[src/hdl/psrs_pkg.sv]
`timescale 1ns / 1ps
// ----------------------------------------------------------------------------
// psrs_pkg
// Shared types and codes for the page size range splitter: page levels,
// status codes, the job word between front and back and the run result.
// ----------------------------------------------------------------------------
package psrs_pkg;

    // page levels
    localparam logic [1:0] LVL_4K = 2'd0;
    localparam logic [1:0] LVL_2M = 2'd1;
    localparam logic [1:0] LVL_1G = 2'd2;

    // result status codes
    localparam logic [1:0] ST_OK        = 2'd0;
    localparam logic [1:0] ST_UNALIGNED = 2'd1;
    localparam logic [1:0] ST_OVERFLOW  = 2'd2;

    // reset value of the max level register
    localparam logic [1:0] MAX_LEVEL_RST = LVL_1G;

    // shifts of the page sizes in 4K units
    localparam int unsigned SHIFT_2M = 9;
    localparam int unsigned SHIFT_1G = 18;

    // default depth of the job queue
    localparam int unsigned QUEUE_DEPTH_DEF = 2;

    // most runs one request can give
    localparam int unsigned MAX_RUNS = 5;

    // one classified request, sizes in 4K units
    typedef struct packed {
        logic [1:0]  status;   // check outcome
        logic        empty;    // zero length range
        logic [17:0] scan_u;   // base bits 29:12, enough for 1G alignment
        logic [36:0] rem_u;    // rounded length in 4K pages
        logic [1:0]  top;      // effective max level
    } t_job;

    // one emitted run
    typedef struct packed {
        logic [1:0]  level;
        logic [36:0] page_count;
        logic        last;
        logic [1:0]  status;
    } t_run;

endpackage

[src/hdl/psrs_if.sv]
`timescale 1ns / 1ps
// ----------------------------------------------------------------------------
// psrs_if
// Valid/ready channels of the splitter: request in, run results out.
// ----------------------------------------------------------------------------
interface psrs_req_if;
    logic        valid;
    logic        ready;
    logic [63:0] base_addr;
    logic [47:0] size_bytes;

    modport source (output valid, output base_addr, output size_bytes, input ready);
    modport sink   (input valid, input base_addr, input size_bytes, output ready);
endinterface

interface psrs_rsp_if;
    logic        valid;
    logic        ready;
    logic [1:0]  level;
    logic [36:0] page_count;
    logic        last;
    logic [1:0]  status;

    modport source (output valid, output level, output page_count, output last,
                    output status, input ready);
    modport sink   (input valid, input level, input page_count, input last,
                    input status, output ready);
endinterface

[src/hdl/psrs_front.sv]
`timescale 1ns / 1ps
// ----------------------------------------------------------------------------
// psrs_front
// Holds the max level register, checks each request for alignment, end
// overflow and zero length, and hands a job word to the queue.
// ----------------------------------------------------------------------------
module psrs_front
    import psrs_pkg::*;
(
    input  logic        i_clk,
    input  logic        i_rst_n,
    input  logic        i_cfg_we,
    input  logic [1:0]  i_cfg_wdata,
    psrs_req_if.sink    i_req,
    input  logic        i_queue_full,
    output logic        o_push,
    output t_job        o_job
);

    logic [1:0]  r_max_level;
    logic        unaligned;
    logic [36:0] rem_u;
    logic [52:0] end_u;
    logic        overflow;

    // max level register
    always_ff @(posedge i_clk) begin
        if (!i_rst_n) begin
            r_max_level <= MAX_LEVEL_RST;
        end else if (i_cfg_we) begin
            r_max_level <= i_cfg_wdata;
        end
    end

    // classify: length rounded up to 4K, end computed in 4K units
    always_comb begin
        unaligned = |i_req.base_addr[11:0];
        rem_u     = {1'b0, i_req.size_bytes[47:12]} + {36'd0, |i_req.size_bytes[11:0]};
        end_u     = {1'b0, i_req.base_addr[63:12]} + {16'd0, rem_u};
        overflow  = end_u[52];
    end

    // job word
    always_comb begin
        if (unaligned) begin
            o_job.status = ST_UNALIGNED;
        end else if (overflow) begin
            o_job.status = ST_OVERFLOW;
        end else begin
            o_job.status = ST_OK;
        end
        o_job.empty  = (rem_u == 37'd0);
        o_job.scan_u = i_req.base_addr[29:12];
        o_job.rem_u  = rem_u;
        o_job.top    = (r_max_level == 2'd3) ? LVL_1G : r_max_level;
    end

    assign i_req.ready = !i_queue_full;
    assign o_push      = i_req.valid && !i_queue_full;

endmodule

[src/hdl/psrs_queue.sv]
`timescale 1ns / 1ps
// ----------------------------------------------------------------------------
// psrs_queue
// Short job queue between the classify front and the split back end.
// ----------------------------------------------------------------------------
module psrs_queue
    import psrs_pkg::*;
#(
    parameter int unsigned DEPTH = QUEUE_DEPTH_DEF
) (
    input  logic  i_clk,
    input  logic  i_rst_n,
    input  logic  i_push,
    input  t_job  i_job,
    output logic  o_full,
    input  logic  i_pop,
    output logic  o_head_valid,
    output t_job  o_head
);

    localparam int unsigned PW = (DEPTH > 1) ? $clog2(DEPTH) : 1;
    localparam int unsigned CW = $clog2(DEPTH + 1);

    t_job          r_mem [DEPTH];
    logic [PW-1:0] r_wr;
    logic [PW-1:0] r_rd;
    logic [CW-1:0] r_cnt;
    logic [PW-1:0] n_wr;
    logic [PW-1:0] n_rd;
    logic [CW-1:0] n_cnt;

    // pointer and fill count update
    always_comb begin
        n_wr  = r_wr;
        n_rd  = r_rd;
        n_cnt = r_cnt;
        if (i_push) begin
            n_wr = (r_wr == PW'(DEPTH - 1)) ? '0 : r_wr + 1'b1;
        end
        if (i_pop) begin
            n_rd = (r_rd == PW'(DEPTH - 1)) ? '0 : r_rd + 1'b1;
        end
        if (i_push && !i_pop) begin
            n_cnt = r_cnt + 1'b1;
        end else if (i_pop && !i_push) begin
            n_cnt = r_cnt - 1'b1;
        end
    end

    always_ff @(posedge i_clk) begin
        if (!i_rst_n) begin
            r_wr  <= '0;
            r_rd  <= '0;
            r_cnt <= '0;
        end else begin
            r_wr  <= n_wr;
            r_rd  <= n_rd;
            r_cnt <= n_cnt;
        end
    end

    // storage
    always_ff @(posedge i_clk) begin
        if (i_push) begin
            r_mem[r_wr] <= i_job;
        end
    end

    assign o_full       = (r_cnt == CW'(DEPTH));
    assign o_head_valid = (r_cnt != '0);
    assign o_head       = r_mem[r_rd];

endmodule

[src/hdl/psrs_back.sv]
`timescale 1ns / 1ps
// ----------------------------------------------------------------------------
// psrs_back
// Walks one job run by run: picks the page level at the current point,
// sizes the run, advances, and puts each run in the output register.
// ----------------------------------------------------------------------------
module psrs_back
    import psrs_pkg::*;
(
    input  logic        i_clk,
    input  logic        i_rst_n,
    input  logic        i_head_valid,
    input  t_job        i_head,
    output logic        o_pop,
    psrs_rsp_if.source  o_rsp
);

    localparam logic [2:0] RUN_LAST_IDX = 3'(MAX_RUNS - 1);

    logic        r_busy;
    logic [17:0] r_scan;
    logic [36:0] r_rem;
    logic [1:0]  r_top;
    logic [2:0]  r_n;
    logic        r_out_valid;
    t_run        r_out;

    logic        n_busy;
    logic [17:0] n_scan;
    logic [36:0] n_rem;
    logic [1:0]  n_top;
    logic [2:0]  n_n;
    logic        n_out_valid;
    t_run        n_out;

    logic        slot_free;
    logic        head_direct;
    logic [17:0] src_scan;
    logic [36:0] src_rem;
    logic [1:0]  src_top;
    logic [2:0]  src_n;
    logic [1:0]  lv;
    logic [18:0] up;
    logic [18:0] to_next;
    logic [19:0] reach;
    logic [36:0] floor_u;
    logic        use_dist;
    logic [36:0] adv;
    logic [36:0] cnt;
    logic [36:0] rem_after;

    assign slot_free   = !r_out_valid || o_rsp.ready;
    assign head_direct = (i_head.status != ST_OK) || i_head.empty;

    // operands of this step: running job or fresh head
    always_comb begin
        src_scan = r_busy ? r_scan : i_head.scan_u;
        src_rem  = r_busy ? r_rem  : i_head.rem_u;
        src_top  = r_busy ? r_top  : i_head.top;
        src_n    = r_busy ? r_n    : 3'd0;
    end

    // level at the current point
    always_comb begin
        if (src_top == LVL_1G && src_scan == 18'd0
            && src_rem >= (37'd1 << SHIFT_1G)) begin
            lv = LVL_1G;
        end else if (src_top != LVL_4K && src_scan[8:0] == 9'd0
                     && src_rem >= (37'd1 << SHIFT_2M)) begin
            lv = LVL_2M;
        end else begin
            lv = LVL_4K;
        end
    end

    // run length: up to the next boundary if a larger page follows, else every whole page of this level that fits
    always_comb begin
        case (lv)
            LVL_4K: begin
                up      = 19'd1 << SHIFT_2M;
                to_next = up - {10'd0, src_scan[8:0]};
                floor_u = src_rem;
            end
            LVL_2M: begin
                up      = 19'd1 << SHIFT_1G;
                to_next = up - {1'b0, src_scan};
                floor_u = {src_rem[36:SHIFT_2M], 9'd0};
            end
            default: begin
                up      = 19'd1 << SHIFT_1G;
                to_next = up;
                floor_u = {src_rem[36:SHIFT_1G], 18'd0};
            end
        endcase
        reach     = {1'b0, to_next} + {1'b0, up};
        use_dist  = (lv < src_top) && (src_rem >= {17'd0, reach});
        adv       = use_dist ? {18'd0, to_next} : floor_u;
        rem_after = src_rem - adv;
        case (lv)
            LVL_4K:  cnt = adv;
            LVL_2M:  cnt = adv >> SHIFT_2M;
            default: cnt = adv >> SHIFT_1G;
        endcase
    end

    // sequencing and output register
    always_comb begin
        n_busy      = r_busy;
        n_scan      = r_scan;
        n_rem       = r_rem;
        n_top       = r_top;
        n_n         = r_n;
        n_out_valid = r_out_valid && !o_rsp.ready;
        n_out       = r_out;
        o_pop       = 1'b0;
        if (slot_free && (r_busy || i_head_valid)) begin
            n_out_valid = 1'b1;
            o_pop       = !r_busy;
            if (!r_busy && head_direct) begin
                n_out.level      = LVL_4K;
                n_out.page_count = 37'd0;
                n_out.last       = 1'b1;
                n_out.status     = i_head.status;
            end else begin
                n_out.level      = lv;
                n_out.page_count = cnt;
                n_out.last       = (rem_after == 37'd0);
                n_out.status     = ST_OK;
                n_busy           = (rem_after != 37'd0) && (src_n != RUN_LAST_IDX);
                n_scan           = src_scan + adv[17:0];
                n_rem            = rem_after;
                n_top            = src_top;
                n_n              = src_n + 3'd1;
            end
        end
    end

    always_ff @(posedge i_clk) begin
        if (!i_rst_n) begin
            r_busy      <= 1'b0;
            r_n         <= 3'd0;
            r_out_valid <= 1'b0;
        end else begin
            r_busy      <= n_busy;
            r_n         <= n_n;
            r_out_valid <= n_out_valid;
        end
    end

    always_ff @(posedge i_clk) begin
        r_scan <= n_scan;
        r_rem  <= n_rem;
        r_top  <= n_top;
        r_out  <= n_out;
    end

    assign o_rsp.valid      = r_out_valid;
    assign o_rsp.level      = r_out.level;
    assign o_rsp.page_count = r_out.page_count;
    assign o_rsp.last       = r_out.last;
    assign o_rsp.status     = r_out.status;

endmodule

[src/hdl/page_size_range_splitter_unit.sv]
`timescale 1ns / 1ps
// ----------------------------------------------------------------------------
// page_size_range_splitter_unit
// Splits an address range into runs of 4K, 2M and 1G pages, one result per
// run, with error and empty results for bad or zero length requests.
// ----------------------------------------------------------------------------
//  channel   dir  payload                              handshake
//  i_req     in   base_addr[64] size_bytes[48]         valid/ready
//  o_rsp     out  level[2] page_count[37] last status  valid/ready
//  i_cfg     in   max level[2]                         write enable
//
// A request is classified in its accept cycle and queued; the back end then
// gives one run per cycle unless the output stalls, up to 5 runs a request, each
// from the single step unit (level pick, boundary distance, 37-bit remainder
// subtract). Synchronous active-low reset empties the queue and output and sets
// max level to 1G. The queue lets requests enter while runs wait at the output.
// ----------------------------------------------------------------------------
module page_size_range_splitter_unit
    import psrs_pkg::*;
#(
    parameter int unsigned QUEUE_DEPTH = QUEUE_DEPTH_DEF
) (
    input  logic        i_clk,
    input  logic        i_rst_n,
    input  logic        i_cfg_we,
    input  logic [1:0]  i_cfg_wdata,
    psrs_req_if.sink    i_req,
    psrs_rsp_if.source  o_rsp
);

    logic push;
    logic pop;
    logic queue_full;
    logic head_valid;
    t_job job;
    t_job head;

    // classify front
    psrs_front u_front (
        .i_clk        (i_clk),
        .i_rst_n      (i_rst_n),
        .i_cfg_we     (i_cfg_we),
        .i_cfg_wdata  (i_cfg_wdata),
        .i_req        (i_req),
        .i_queue_full (queue_full),
        .o_push       (push),
        .o_job        (job)
    );

    // job queue
    psrs_queue #(
        .DEPTH (QUEUE_DEPTH)
    ) u_queue (
        .i_clk        (i_clk),
        .i_rst_n      (i_rst_n),
        .i_push       (push),
        .i_job        (job),
        .o_full       (queue_full),
        .i_pop        (pop),
        .o_head_valid (head_valid),
        .o_head       (head)
    );

    // split back end
    psrs_back u_back (
        .i_clk        (i_clk),
        .i_rst_n      (i_rst_n),
        .i_head_valid (head_valid),
        .i_head       (head),
        .o_pop        (pop),
        .o_rsp        (o_rsp)
    );

    // outputs are quiet right after reset
    a_reset_quiet: assert property (@(posedge i_clk) !i_rst_n |=> !o_rsp.valid)
        else $error("result valid after reset");

    // error results are single, empty and final
    a_error_single: assert property (@(posedge i_clk) disable iff (!i_rst_n)
        (o_rsp.valid && o_rsp.status != ST_OK) |-> (o_rsp.last && o_rsp.page_count == 37'd0))
        else $error("error result not a single empty final result");

    // a zero count appears only on a final result
    a_zero_is_last: assert property (@(posedge i_clk) disable iff (!i_rst_n)
        (o_rsp.valid && o_rsp.page_count == 37'd0) |-> o_rsp.last)
        else $error("zero page run in mid request");

    // a popped job always came from a non-empty queue
    a_pop_valid: assert property (@(posedge i_clk) disable iff (!i_rst_n)
        pop |-> head_valid)
        else $error("queue popped while empty");

    // no push into a full queue
    a_push_room: assert property (@(posedge i_clk) disable iff (!i_rst_n)
        push |-> (!queue_full && i_req.ready))
        else $error("queue pushed while full");

endmodule

[src/flat_wrapper.sv]
// flat-port wrapper written by rule: the top's interface ports become plain ports
module page_size_range_splitter_unit_flat import psrs_pkg::*;
#(
    parameter int unsigned QUEUE_DEPTH = QUEUE_DEPTH_DEF
)
  (i_clk, i_rst_n, i_cfg_we, i_cfg_wdata, i_req_valid, i_req_base_addr, i_req_size_bytes, i_req_ready, o_rsp_valid, o_rsp_level, o_rsp_page_count, o_rsp_last, o_rsp_status, o_rsp_ready);
  psrs_req_if i_req_i ();
  psrs_rsp_if o_rsp_i ();
  input  logic i_clk;
  input  logic i_rst_n;
  input  logic i_cfg_we;
  input  logic [1:0] i_cfg_wdata;
  input wire logic [$bits(i_req_i.valid)-1:0] i_req_valid;
  input wire logic [$bits(i_req_i.base_addr)-1:0] i_req_base_addr;
  input wire logic [$bits(i_req_i.size_bytes)-1:0] i_req_size_bytes;
  output wire logic [$bits(i_req_i.ready)-1:0] i_req_ready;
  output wire logic [$bits(o_rsp_i.valid)-1:0] o_rsp_valid;
  output wire logic [$bits(o_rsp_i.level)-1:0] o_rsp_level;
  output wire logic [$bits(o_rsp_i.page_count)-1:0] o_rsp_page_count;
  output wire logic [$bits(o_rsp_i.last)-1:0] o_rsp_last;
  output wire logic [$bits(o_rsp_i.status)-1:0] o_rsp_status;
  input wire logic [$bits(o_rsp_i.ready)-1:0] o_rsp_ready;
  assign i_req_i.valid = i_req_valid;
  assign i_req_i.base_addr = i_req_base_addr;
  assign i_req_i.size_bytes = i_req_size_bytes;
  assign i_req_ready = i_req_i.ready;
  assign o_rsp_valid = o_rsp_i.valid;
  assign o_rsp_level = o_rsp_i.level;
  assign o_rsp_page_count = o_rsp_i.page_count;
  assign o_rsp_last = o_rsp_i.last;
  assign o_rsp_status = o_rsp_i.status;
  assign o_rsp_i.ready = o_rsp_ready;
  page_size_range_splitter_unit #(.QUEUE_DEPTH(QUEUE_DEPTH)) u_core (.i_clk(i_clk), .i_rst_n(i_rst_n), .i_cfg_we(i_cfg_we), .i_cfg_wdata(i_cfg_wdata), .i_req(i_req_i), .o_rsp(o_rsp_i));
endmodule
[config.mk]
export PLATFORM = sky130hd
export DESIGN_NAME = page_size_range_splitter_unit_flat
export DESIGN_NICKNAME = d
export VERILOG_FILES = /design/src/hdl/psrs_pkg.sv /design/src/hdl/psrs_if.sv /design/src/hdl/psrs_front.sv /design/src/hdl/psrs_queue.sv /design/src/hdl/psrs_back.sv /design/src/hdl/page_size_range_splitter_unit.sv /design/src/flat_wrapper.sv
export SDC_FILE = /design/constraint.sdc
export NUM_CORES = 1
export LEC_CHECK = 0
export ABC_CLOCK_PERIOD_IN_PS = 13400
export BUFFER_PORTS_ARGS = -buffer_cell sky130_fd_sc_hd__buf_4
export CAP_MARGIN = 20
export CORE_MARGIN = 2
export CORE_UTILIZATION = 60
export CTS_BUF_LIST = sky130_fd_sc_hd__clkbuf_8
export DETAILED_ROUTE_END_ITERATION = 10
export GPL_ROUTABILITY_DRIVEN = 0
export PLACE_DENSITY = 0.81
export SYNTH_ARGS = -nofsm -noshare
export SYNTH_HDL_FRONTEND = slang
export SYNTH_SLANG_ARGS = --single-unit
[constraint.sdc]
create_clock -name i_clk -period 13.4 [get_ports i_clk]
set_input_delay 0.67 -clock i_clk [delete_from_list [all_inputs] [get_ports i_clk]]
set_output_delay 0.67 -clock i_clk [all_outputs]
set_load 0.05 [all_outputs]
==> results.md <==
* Outcome: finished, final reports clean
* Reg-to-reg setup timing slack at between 1.5 and 2 ns
* Syn Area/Cell at 10.6 um2
* Largest net degree at the start of global routing at between 60 and 70
* Post-CTS Resized at 0
* Worst reg2reg path depth at 36
* Die width at about 160 um
* Setup-failing EPs final at 0
* Inst Count DP at 1820
* Clock buffer depth at 3
* CP Launch Type: flop
* CP dominant cell by count: nand3_1
* TritonCTS clock tree: done
* Ys async rst share at 0%
* MaxCap Viol Count at 0
* Top_reg_cell synth: edfxtp_1
* CP arrival at between 10 and 15 ns
* Clock Skew at approximately 0.04 ns
* Total CTS buffers at 36
* Number of global-route vias before repair at around 11000
* Max Freq at about 90 MHz
* Die height at 160 um
* Seq pwr share at 31.9%
* Maximum vdd drop at about 0.12 mV
* Logic pwr share at between 50% and 60%
* Switching Fraction at between 40 and 50%
* DP HPWL at 28.8 mm
* Pins Over Slew Limit at 0
* Die area at around 25000 um2
* Number of DRC markers in iteration 0 at 1368
* Mapped cell area at around 15000 um2
* Worst-Margin Slew at roughly 0.92 ns
* Antenna violations before repair at 0
* Count of final hold-check violations at 0
* Area Growth Syn to Fin at 14.8%
* # hold bufs at CTS at 0
* Crit path to: u_core.u_back.o_rsp.last
* Total grt overflow at 0
* CP max stage delay at around 0.87 ns
* Net Count, Synth at roughly 1600
* Slowest cell on the critical path: dfxtp_4
* Sw power at roughly 1.4 mW
* Layout cells sized above 1 at around 17%
* H-tree Lvls at 2
* Post-CTS setup buffers at 0
* Synth unique cells at 91
* Share of power burned in the clock network at ~17%
* Crit path required time at approximately 14 ns
* Fin nets at about 1800
* First-pass DRT Iterations at 6
* Reg clk slew, reported paths at 0.06 ns
* Int Power at 1.88 mW
* Commonest cells in the synthesized netlist: 219 x edfxtp_1, 141 x nand2_1, 103 x ha_1
* Yosys top cell area share at a little under half
* First-pass GRT wire length at about 60 mm
* Setup TNS at 0 ns
* Lkg Pwr at around 6.6 nW
* Util after Layout at between 70% and 80%
* Yosys warning total at 0
* Sequential fraction of the synthesis area at 46.9%
* Clock Latency Late Sink at between 0.5 and 0.6 ns
* DRC Markers at 0
* PwrDens at between 150 and 200 nW/um2
* Critical R2R Capture: u_core.u_back.o_rsp.last
* Yosys top cell by area: edfxtp_1
* Drt total wl at between 30 and 40 mm
* Synthesized instance count at around 1400
* Vias at 11900
* Cell with the most instances after synthesis: edfxtp_1
* Hold Path Class: input port to flop
* Setup CP Type: flop to flop
* Unrepaired setup endpoints after global routing: false
* Antenna Nets Post-Route at 0
* CTS Root Cell: clkbuf_8
* WL/cell at 20.3 um
* Initial Util at approximately three fifths
* Row count at 56
* Post-layout minimum cycle time at roughly 11 ns
* WHS at ~0.33 ns
* Non-Filler Instances at 1887
* Clock sink count at 231
* I/O Pins at 163
* Critical-path maximum fanout at about 50
* Number of flops mapped to enable cells by yosys at between 200 and 250
* Port Buf Inserts at about 160
* Cells taking the most area after synthesis: edfxtp_1 45%, ha_1 8.9%, mux2i_1 4.3%
* Crit. End Element: flop
* Via density per instance at 6.28
* Total GRT Usage at a little under 30%
* Flops & latches, synth at between 200 and 250
* Slew margin rel. at between 30% and 40%
* Core ar. at roughly 24000 um2
* Final worst path period share at ~85%
[logic make-up (layout without fill, tap and decap cells)]
family                     Yosys count  count (layout)  share of synthesized area (%)
adders and majority gates          105             105                           9.15
DFF                                231             231                           46.9
AOI/OAI and AO/OA                  299             299                           13.6
muxes                               82              82                           6.08
xor gates and xnor gates            84              84                           5.06
buffers and inverters              119             312                           3.69
and+or+nand+nor                    454             454                           15.5
other                                0               1                              0
[worst min-delay path by stage]
stage                                     from                            end  slack [ns]  depth (start not counted)
after floorplan           u_core.u_back.r_n[1]           u_core.u_back.r_n[1]        0.44                          2
after global placement    u_core.u_back.r_n[1]           u_core.u_back.r_n[1]        0.44                          2
after detailed placement  u_core.u_back.r_n[1]           u_core.u_back.r_n[1]        0.46                          2
after CTS                              i_rst_n  u_core.u_front.r_max_level[1]        0.30                          2
after global routing                   i_rst_n  u_core.u_front.r_max_level[1]        0.31                          2
final                                  i_rst_n  u_core.u_front.r_max_level[1]        0.33                          2
[worst max-delay path: cells and delay by family, from the launching register on]
| kind | cells | cell delay (ns) |
|---|---|---|
| muxes | 1 | 0.27 |
| AOI/OAI and AO/OA | 13 | 3.50 |
| xor gates and xnor gates | 1 | 0.17 |
| adders and majority gates | 3 | 0.99 |
| buffers and inverters | 3 | 0.96 |
| and+or+nand+nor | 15 | 4.48 |
| DFF | 1 | 0.87 |
[power by group through the flow]
stage / Clock (mW) / Combinational [mW] / Sequential (mW)
after floorplan: 0 / 1.08 / 1.19
after global placement: 0 / 1.60 / 1.07
after detailed placement: 0 / 1.64 / 1.07
after CTS: 0.564 / 1.66 / 1.06
after global routing: 0.591 / 1.83 / 1.07
final: 0.554 / 1.70 / 1.06
[final cells by class]
| type | count | area, um2 |
|---|---|---|
| clock buffers | 37 | 509 |
| fillers | 1698 | 6940 |
| diodes | 1 | 2.50 |
| flip-flops and latches | 231 | 6820 |
| multi-input cells | 1024 | 7190 |
| repair buffers | 177 | 1330 |
| well taps | 319 | 399 |
| clock inverters | 28 | 159 |
| inverters | 70 | 263 |
[stage by stage]
stage	power, mW	instance area (um2)	worst slack, ns
after floorplan	2.27	14500	3.98
after global placement	2.67	16000	2.62
after detailed placement	2.71	16000	2.31
after CTS	3.28	16700	2.24
after global routing	3.49	16700	1.46
final	3.31	16700	1.96
[per-layer routing]
layer  global-route usage [%]  share of wire [%]  vias up  wire, um
li1                         -                  -     5509         -
met1                     41.3                 42     5488     16200
met2                     44.7                 43      716     16500
met3                     5.76                9.6      145      3700
met4                     14.6                5.2        0      2000
met5                        0                  0        -         0
[cell usage in the layout (no fill, tap or decap), types with 11 or more instances in the layout]
master	count
a21o_1	33
a21oi_1	50
a31oi_1	15
and2_1	15
and3_1	23
buf_4	176
clkbuf_8	37
edfxtp_1	219
ha_1	103
inv_1	77
mux2i_1	62
nand2_1	141
nand3_1	51
nand4_1	23
nor2_1	92
nor3_1	28
nor4_1	21
o21a_1	12
o21ai_0	53
o21ai_1	29
o31ai_1	11
xnor2_1	60
xor2_1	24
[state kept, by name (all words and copies together), names as in the netlist, named ones only]
register and flops:
u_core.u_queue.r_mem 120, u_core.u_back.o_rsp.page_count 37, u_core.u_back.r_rem 37, u_core.u_back.r_scan 18, u_core.u_back.r_n 3, u_core.u_back.o_rsp.level 2
u_core.u_back.o_rsp.status 2, u_core.u_back.r_top 2, u_core.u_front.r_max_level 2, u_core.u_queue.r_cnt 2, u_core.u_back.o_rsp.last 1, u_core.u_back.o_rsp.valid 1
u_core.u_back.r_busy 1, u_core.u_queue.r_rd 1, u_core.u_queue.r_wr 1
Note: power is estimated with default switching activity, not from simulation.
